**src/rtl/core/cbma_ring_mem.sv**
```systemverilog
// single write port, single registered read port sample ring
// read returns the old contents when the same entry is written in that cycle

module cbma_ring_mem #(
  parameter int DEPTH = 128,
  parameter int WIDTH = 32
) (
  input  logic                     clk_i,
  input  logic                     we_i,
  input  logic [$clog2(DEPTH)-1:0] waddr_i,
  input  logic [WIDTH-1:0]         wdata_i,
  input  logic                     re_i,
  input  logic [$clog2(DEPTH)-1:0] raddr_i,
  output logic [WIDTH-1:0]         rdata_o
);

  logic [WIDTH-1:0] mem_q [DEPTH];
  logic [WIDTH-1:0] rdata_q;

  always_ff @(posedge clk_i) begin
    if (we_i) begin
      mem_q[waddr_i] <= wdata_i;
    end
    if (re_i) begin
      rdata_q <= mem_q[raddr_i];
    end
  end

  assign rdata_o = rdata_q;

endmodule

```
**config.mk**
```make
export PLATFORM = sky130hd
export DESIGN_NAME = cbma_ring_mem
export DESIGN_NICKNAME = d
export VERILOG_FILES = /design/src/rtl/core/cbma_ring_mem.sv
export SDC_FILE = /design/constraint.sdc
export NUM_CORES = 2
export LEC_CHECK = 0
export ABC_AREA = 1
export BUFFER_PORTS_ARGS = -buffer_cell sky130_fd_sc_hd__buf_2
export CAP_MARGIN = 20
export CORE_MARGIN = 4
export CORE_UTILIZATION = 25
export DETAILED_ROUTE_END_ITERATION = 10
export GPL_TIMING_DRIVEN = 0
export PLACE_DENSITY = 0.45
export SKIP_CTS_REPAIR_TIMING = 1
export SLEW_MARGIN = 20
export SYNTH_ARGS = -nofsm -noshare
export SYNTH_HDL_FRONTEND = slang
export SYNTH_SLANG_ARGS = --single-unit
```
**constraint.sdc**
```tcl
create_clock -name clk_i -period 5.4 [get_ports clk_i]
set_clock_uncertainty 0.2 [all_clocks]
set_input_delay 1.62 -clock clk_i [delete_from_list [all_inputs] [get_ports clk_i]]
set_output_delay 1.62 -clock clk_i [all_outputs]
set_load 0.02 [all_outputs]
```
==> out/metrics.csv <==
stage;metric;value;unit
hold_path;worst hold path class;input port to flop;
logic_synthesis;post-synthesis area per instance;12.3;um^2
cells_and_area;filler-free cell count of the finished design;23400;
sta;Final Hold Fails;0;
power_and_ir_drop;P_int;52.6;mW
global_route;global route overflow;0;
cells_and_area;commonest non-fill, non-tap cells in the layout;4151 x nand2_1, 4128 x edfxtp_1, 4035 x nand3_1;
clock_network;clock transition at the registers of the reported paths;0.06;ns
clock_network;CTS Buffer Depth;4;
cells_and_area;fill cell total of the finished layout;66400;
worst_setup_path;worst flop-to-flop path endpoint;rdata_o[8]$_DFFE_PP_;
power_and_ir_drop;share of total power in sequential cells;50.3;%
worst_setup_path;type of origin of the critical path;input port;
sta;min cycle time layout;5.40;ns
die;starting density of the core;25.1;%
sta;max-slew headroom at the worst pin;15.1;%
logic_synthesis;syn nets;13400;
worst_setup_path;highest fanout seen on the critical path;10;
clock_network;clock sink total;4128;
worst_setup_path;critical path class;input port to flop;
place;final RePlAce weighted congestion;0.976;
worst_setup_path;worst reg2reg path startpoint;mem_q[51][8]$_DFFE_PP_;
worst_setup_path;capturing element type of the critical path;flop;
route;vias per std cell;5.02;
power_and_ir_drop;Max rail drop VDD;0.297;mV
worst_setup_path;crit path from;raddr_i[1];
clock_network;clock tree from TritonCTS;yes;
clock_network;H-Tree Depth;5;
power_and_ir_drop;Switching Share;25.3;%
hold_path;Worst Hold Launch;wdata_i[28];
place;Final HPWL DP;549000;um
logic_synthesis;most area-hungry cell type in the Yosys netlist;edfxtp_1;
sta;total of endpoints with negative setup slack in the final report;1;
cells_and_area;most common cell after layout, fill and taps aside;nand2_1;
place;Buffers on Ports;75;
die;vertical die dimension;820;um
sta;final clock period utilization by the worst path;100;%
global_route;wire length of the first global-routing pass;993000;um
global_route;vias in the first global route;106000;
global_route;initial antenna violation count;110;
sta;highest clock rate;0.185;GHz
run_status;status;complete, but fails checks;
logic_synthesis;sequential share of the synthesized area;75.1;%
power_and_ir_drop;combinational share of power;8.0;%
die;number of rows in the core area;298;
logic_synthesis;post-synthesis instance area;165000;um^2
logic_synthesis;warnings from Yosys;0;
die;core area;658000;um^2
logic_synthesis;Syn Inst Count;13400;
route;DR DRC count;0;
place;placed standard-cell area;185000;um^2
cells_and_area;ratio of cells with drive above 1 in the final layout;12.5;%
power_and_ir_drop;part of the total power dissipated in the clock network;41.7;%
sta;setup repair after global routing missed its margin;no;
route;routed via count;117000;
hold_path;hold depth;1;
cells_and_area;Final Core Density;30.2;%
route;number of DRC violations after detailed-routing iteration 0;17700;
worst_setup_path;R2R depth;8;
clock_network;TritonCTS buffer count;440;
logic_synthesis;cells taking the most area after synthesis;edfxtp_1 75%, nand3_1 12%, nand2_1 9.4%;
logic_synthesis;fraction of synthesized cell area taken by the top area cell type;75.1;%
power_and_ir_drop;leakage power figure;68.0;nW
worst_setup_path;required arrival time at the worst endpoint;5.90;ns
sta;Slew @ Worst Pin;1.27;ns
logic_synthesis;register bit count reported by yosys;4128;
cells_and_area;NumNets Final;14300;
global_route;maximum number of pins on one net before global-route repair;93;
cells_and_area;area overhead of the layout relative to synthesis;20.5;%
sta;minimum setup slack in the final design;-0.000921;ns
route;wire length per cell;32.3;um
hold_path;end of the worst hold path;mem_q[88][28]$_DFFE_PP_;
route;total wire length after detailed routing;756000;um
global_route;all-layer global routing usage;21.7;%
worst_setup_path;arrival time of the worst setup path;5.90;ns
power_and_ir_drop;switching power;17.9;mW
run_status;violations in the final reports;negative setup slack;
route;Pre-Repair DR Iteration Count;7;
job;max-cap check violation count;0;
die;die extent in x;820;um
worst_setup_path;setup slack of the most critical reg-to-reg path;2.29;ns
die;I/O pin total;81;
route;DRT antenna net count;0;
power_and_ir_drop;power density relative to cell area;354;nW/um^2
cells_and_area;Layout Cell Area excl Fill;199000;um^2
sta;total count of max-transition violations in the final report;0;
clock_network;clk root buf;clkbuf_16;
logic_synthesis;count of different cell masters after synthesis;14;
die;overall die area;673000;um^2
place;cell count after placement;22500;
clock_network;Skew-Pair Late Insertion Delay;1.11;ns
[cells in the mapped netlist (all sizes together)]
| cell | instances |
|---|---|
| nand2 | 4151 |
| edfxtp | 4128 |
| nand3 | 4035 |
| buf | 800 |
| nor2 | 134 |
| clkbuf | 109 |
| inv | 24 |
| nor3 | 8 |
[power groups by stage]
stage | Clock (mW) | Combinational (mW) | Sequential (mW)
global route | 30.9 | 5.81 | 35.4
detailed placement | 0 | 5.51 | 36.1
CTS | 29.6 | 5.52 | 35.4
global placement | 0 | 5.28 | 36.2
floorplan | 0 | 2.13 | 36.2
finish | 29.3 | 5.66 | 35.4
[cell type report]
cell class,instances,area [um^2],area share (%)
inverters,24,95.1,0.0478
clock buffers,558,11500,5.81
flip-flops and latches,4128,124000,62.4
well taps,8700,10900,5.48
plain buffers,909,4650,2.34
repair buffers,387,8030,4.04
diodes,118,295,0.149
multi-input cells,8328,37300,18.8
clock inverters,232,2020,1.02
[routing by layer]
metal  share of wire (%)  vias to the layer above  GRT usage, %
met5               0.051                        -             0
met4                 5.4                       46          10.2
met3                  10                     1195          5.51
met2                  43                     6451          32.6
met1                  41                    59900          29.3
li1                    -                    49900             -
[worst max-delay path, stage by stage]
cell and delay, ns:
buf_4 0.26, buf_2 0.70, clkbuf_4 0.71, buf_2 0.57, nand3_1 0.24, nand3_1 0.18
nand3_1 0.10, nand3_1 0.09, nand3_1 0.71, nand3_1 0.36, nand2_1 0.27
[cells by family after synthesis]
logic type    after synthesis  share of synthesized area (%)
buf+inv                   933                           2.84
flops                    4128                           75.1
simple gates             8328                           22.0
[metrics by stage]
stage	total power, mW	setup TNS [ns]	hold slack [ns]	setup WS [ns]
5_1_grt	72.1	0	0.684	0.132
2_1_floorplan	38.3	0	0.630	1.18
6_report	70.4	-0.000921	0.729	-0.000921
3_5_place_dp	41.6	-24.71	1.03	-1.01
4_1_cts	70.6	0	0.639	0.0944
3_3_place_gp	41.5	-7959.02	1.03	-2.96
[worst max path at each step]
stage                               endpoint  depth (start not counted)
global route           rdata_o[23]$_DFFE_PP_                         11
global placement    mem_q[127][21]$_DFFE_PP_                          5
detailed placement     rdata_o[22]$_DFFE_PP_                         11
finish                 rdata_o[23]$_DFFE_PP_                         11
CTS                    rdata_o[22]$_DFFE_PP_                         11
floorplan            mem_q[105][0]$_DFFE_PP_                          4
[sequential cells by signal (all words and copies together), names as in the netlist]
register / count
rdata_o: 32
mem_q: 4096
Note: power is estimated with default switching activity, not from simulation.
