<file path="src/rtl/core/cbma_pkg.sv">
// types and constants shared by the centred box moving average block
// no dependencies; imported by the divider and the top level

package cbma_pkg;

  localparam int DATA_W         = 32;
  localparam int SUM_W          = 40;
  localparam int HW_W           = 6;
  localparam int FULL_W         = HW_W + 1;
  localparam int DIV_RADIX_BITS = 4;

  localparam logic [HW_W-1:0] HALF_WIDTH_RESET = HW_W'(4);

  typedef struct packed {
    logic signed [DATA_W-1:0] sample_x;
    logic signed [DATA_W-1:0] sample_y;
    logic                     last_sample;
  } in_item_t;

  typedef struct packed {
    logic signed [DATA_W-1:0] out_x;
    logic signed [DATA_W-1:0] out_mean;
    logic                     last_result;
  } out_item_t;

  typedef struct packed {
    logic                    start;
    logic signed [SUM_W-1:0] dividend;
    logic [FULL_W-1:0]       divisor;
  } div_req_t;

endpackage

</file>
<file path="src/rtl/core/cbma_div.sv">
// sequential signed divider of the window sum by the window length
// uses cbma_pkg; radix 2^DIV_RADIX_BITS restoring steps, truncates toward zero

module cbma_div
  import cbma_pkg::*;
(
  input  logic              clk_i,
  input  logic              rst_ni,
  input  div_req_t          req_i,
  output logic              busy_o,
  output logic [DATA_W-1:0] quotient_o
);

  localparam int STEPS = SUM_W / DIV_RADIX_BITS;
  localparam int CW    = $clog2(STEPS + 1);

  logic              busy_q, busy_d;
  logic [CW-1:0]     ctr_q, ctr_d;
  logic              neg_q, neg_d;
  logic [FULL_W-1:0] div_q, div_d;
  logic [FULL_W-1:0] rem_q, rem_d;
  logic [SUM_W-1:0]  quo_q, quo_d;
  logic [FULL_W-1:0] rem_step;
  logic [SUM_W-1:0]  quo_step;
  logic [DATA_W-1:0] mag;

  always_comb begin : step_calc
    logic [FULL_W:0] trial;
    trial    = '0;
    rem_step = rem_q;
    quo_step = quo_q;
    for (int i = 0; i < DIV_RADIX_BITS; i++) begin
      trial    = {rem_step, quo_step[SUM_W-1]};
      quo_step = {quo_step[SUM_W-2:0], 1'b0};
      if (trial >= {1'b0, div_q}) begin
        rem_step    = FULL_W'(trial - {1'b0, div_q});
        quo_step[0] = 1'b1;
      end else begin
        rem_step = trial[FULL_W-1:0];
      end
    end
  end

  always_comb begin
    busy_d = busy_q;
    ctr_d  = ctr_q;
    neg_d  = neg_q;
    div_d  = div_q;
    rem_d  = rem_q;
    quo_d  = quo_q;
    if (req_i.start) begin
      busy_d = 1'b1;
      ctr_d  = '0;
      neg_d  = req_i.dividend[SUM_W-1];
      div_d  = req_i.divisor;
      rem_d  = '0;
      quo_d  = req_i.dividend[SUM_W-1] ? -req_i.dividend : req_i.dividend;
    end else if (busy_q) begin
      rem_d = rem_step;
      quo_d = quo_step;
      ctr_d = ctr_q + CW'(1);
      if (ctr_q == CW'(STEPS - 1)) begin
        busy_d = 1'b0;
      end
    end
  end

  always_ff @(posedge clk_i or negedge rst_ni) begin
    if (!rst_ni) begin
      busy_q <= 1'b0;
      ctr_q  <= '0;
      neg_q  <= 1'b0;
      div_q  <= '0;
      rem_q  <= '0;
      quo_q  <= '0;
    end else begin
      busy_q <= busy_d;
      ctr_q  <= ctr_d;
      neg_q  <= neg_d;
      div_q  <= div_d;
      rem_q  <= rem_d;
      quo_q  <= quo_d;
    end
  end

  assign mag        = quo_q[DATA_W-1:0];
  assign quotient_o = neg_q ? -mag : mag;
  assign busy_o     = busy_q;

endmodule

</file>
<file path="config.mk">
export PLATFORM = sky130hd
export DESIGN_NAME = cbma_div
export DESIGN_NICKNAME = d
export VERILOG_FILES = /design/src/rtl/core/cbma_pkg.sv /design/src/rtl/core/cbma_div.sv
export SDC_FILE = /design/constraint.sdc
export NUM_CORES = 1
export LEC_CHECK = 0
export ABC_CLOCK_PERIOD_IN_PS = 8900
export BUFFER_PORTS_ARGS = -buffer_cell sky130_fd_sc_hd__buf_2
export CAP_MARGIN = 20
export CORE_MARGIN = 1.5
export CORE_UTILIZATION = 40
export DETAILED_ROUTE_END_ITERATION = 12
export SYNTH_ARGS = -nofsm -noshare
export SYNTH_HDL_FRONTEND = slang
export SYNTH_SLANG_ARGS = --single-unit
</file>
<file path="constraint.sdc">
create_clock -name clk_i -period 8.9 [get_ports clk_i]
set_input_delay 0.89 -clock clk_i [delete_from_list [all_inputs] [get_ports clk_i]]
set_output_delay 0.89 -clock clk_i [all_outputs]
set_load 0.05 [all_outputs]
</file>
==> results.sh <==
export IMPL_synth_edff_count=0
export IMPL_coreArea_um2=13900
export IMPL_synth_flop_cell="dfrtp_1"
export IMPL_synth_top_area_share_pct=26.5
export IMPL_worst_setup_path_type="flop to flop"
export IMPL_vias_per_cell=5.69
export IMPL_worst_pin_slew_ps=1050
export IMPL_synth_area_leaders="dfrtp_1 (26%), xnor2_1 (11%), ha_1 (7.1%)"
export IMPL_antenna_found_initial=2
export IMPL_timing_critical_path_from_type="flop"
export IMPL_status="finished clean"
export IMPL_nNetsFinal=832
export IMPL_drtIter0Drc=372
export IMPL_slew_headroom_pct=29.9
export IMPL_synth_seq_area_share_pct=26.5
export IMPL_place_gp_congestion=0.941
export IMPL_synth_cell_types=62
export IMPL_syn_area_um2=5670
export IMPL_clockBufferDepth=2
export IMPL_clock_latency_ps=330
export IMPL_fillers=1376
export IMPL_period_needed_ps=8290
export IMPL_wl_um=15900
export IMPL_synth_most_common_cell="o21ai_0"
export IMPL_synth_largest_area_cell="dfrtp_1"
export IMPL_avgSynthCellArea_um2=8.41
export IMPL_initial_core_util_pct=40.8
export IMPL_maxSlewViolCount=0
export IMPL_grt_usage_pct=22.3
export IMPL_rows=43
export IMPL_clkSlewWorstSetupHoldPaths_ps=50
export IMPL_port_buffers=82
export IMPL_skew_ps=10.2
export IMPL_ys_async_sr_fraction_pct=100
export IMPL_period_share_pct=93.1
export IMPL_grt_pass1_vias=5099
export IMPL_dp_hpwl_um=12100
export IMPL_syn_inst=674
export IMPL_end_kind="flop"
export IMPL_cts_root_buffer="clkbuf_16"
export IMPL_ys_warn_count=0
export IMPL_post_route_drc_count=0
export IMPL_seq_area_um2=1500
export IMPL_max_stage_delay_ps=460
export IMPL_worstPathMaxFanout=15
export IMPL_first_pass_iters=4
export IMPL_whs_ps=546
export IMPL_syn_num_nets=760
export IMPL_wire_per_inst_um=17.0
export IMPL_fp_dieArea_um2=14900
export IMPL_maxCapViolCount=0
export IMPL_cts_inserted_buffers=9
export IMPL_cp_arrival_ps=8460
export IMPL_multi_input_area_um2=3980
export IMPL_synth_common_cells="o21ai_0 (77), nand2_1 (73), xnor2_1 (69), dfrtp_1 (60), ha_1 (32)"
export IMPL_num_vias=5303
export IMPL_area_growth_synth_to_final_pct=16.5
export IMPL_fp_dieH_um=122
export IMPL_cts_tree="done"
export IMPL_reg2regPathDepth=34
export IMPL_min_path_type="flop to flop"
export IMPL_grt_ovfl_total=0
export IMPL_setup_violations=0
export IMPL_drive_gt1_share_pct=19.0
export IMPL_clkSinkCount=60
export IMPL_cts_htree_levels=3
export IMPL_io_pins=83
export IMPL_die_w_um=122
export IMPL_worstHoldPathCells=2
export IMPL_hold_viol=0
export IMPL_preCtsSetupSlack_ps=175
export IMPL_worstPathRequired_ps=9070
export IMPL_synth_seq_cells=60
export IMPL_postRouteAntennaNets=0
export IMPL_grt_max_degree=109
export IMPL_max_freq_ghz=0.121
export IMPL_critPathSlowestCell="fa_1"
export IMPL_grt_first_pass_wirelength_um=26100
export IMPL_fin_ws_ps=614
## stage by stage
stage / instance area [µm²] / util (%) / TNS, ps / instances
6_report: 6600 / 47.5 / 0 / 932
5_1_grt: 6600 / 47.5 / -36.2 / 932
4_1_cts: 6520 / 46.9 / 0 / 926
3_5_place_dp: 6220 / 44.8 / 0 / 910
3_3_place_gp: 6220 / 44.8 / 0 / 910
2_1_floorplan: 5670 / - / 0 / 674
## critical path, delay by kind of cell, from the launching register on
family,cells,cell delay [ps]
flops,1,430
compound gates,19,4290
buf+inv,3,410
mux,1,320
fa+ha+maj,5,1620
simple gates,6,1040
## final timing paths
| kind | slack (ps) | end | start |
|---|---|---|---|
| max reg2reg | 610 | rem_q[1] | div_q[0] |
| min | 550 | ctr_q[3] | ctr_q[3] |
| max | 610 | rem_q[1] | div_q[0] |
| max in group asynchronous | 7610 | div_q[1] | rst_ni |
| min in group asynchronous | 710 | quo_q[11] | rst_ni |
| min reg2reg | 550 | ctr_q[3] | ctr_q[3] |
## kinds of logic (layout without fill, tap and decap cells)
family | Yosys count | count (layout) | synth area share [%]
AO/OA/AOI/OAI | 201 | 201 | 23.6
AND/OR/NAND/NOR | 200 | 200 | 18.2
XOR/XNOR | 82 | 82 | 12.7
flip-flops | 60 | 60 | 26.5
buffers and inverters | 58 | 135 | 3.93
multiplexers | 37 | 37 | 6.69
adder cells (fa/ha/maj) | 36 | 36 | 8.48
other | 0 | 1 | 0
## flip-flops by register name, indices dropped and copies added (netlist names)
register and count:
rem_q 7, div_q 7, busy_o 1, neg_q 1, ctr_q 4, quo_q 40
## timing repair
| action | CTS | global route |
|---|---|---|
| endpoints found under the hold margin | 0 | 0 |
| buffers inserted | 0 | 5 |
| resized for setup | 0 | 13 |
| setup endpoints to repair | 0 | 8 |
| hold buffers | 0 | 0 |
## cell usage in the layout, fill, tap and decap left out, types with 10 or more instances in the layout
cell	n
ha_1	32
nand3_1	10
mux2i_1	29
buf_4	10
xor2_1	13
a21o_1	13
o31ai_1	21
a211oi_1	19
dfrtp_1	58
nand2b_1	13
o21ai_0	75
nor2_1	30
nor2b_1	15
xnor2_1	69
a21oi_1	21
buf_2	82
inv_1	26
nand2_1	72
## layer usage
layer	vias up	global-route usage [%]	part of all wire (%)
met4	2	6.84	2.0
li1	2599	-	-
met2	112	34.2	46
met3	26	4.59	4.2
met5	-	0	0.11
met1	2564	31.5	48
## final cells by class
cell class	instances	area share (%)
Multi-Input combinational cell	556	60.3
Sequential cell	60	22.8
Timing Repair Buffer	92	7.36
Clock buffer	12	3.73
Tap cell	180	3.41
Inverter	27	1.59
Clock inverter	4	0.739
Antenna cell	1	0.0379
Power is left out: the tool's default activity adds up to more than one toggle a clock period on the data nets, which glitch-free logic cannot reach.
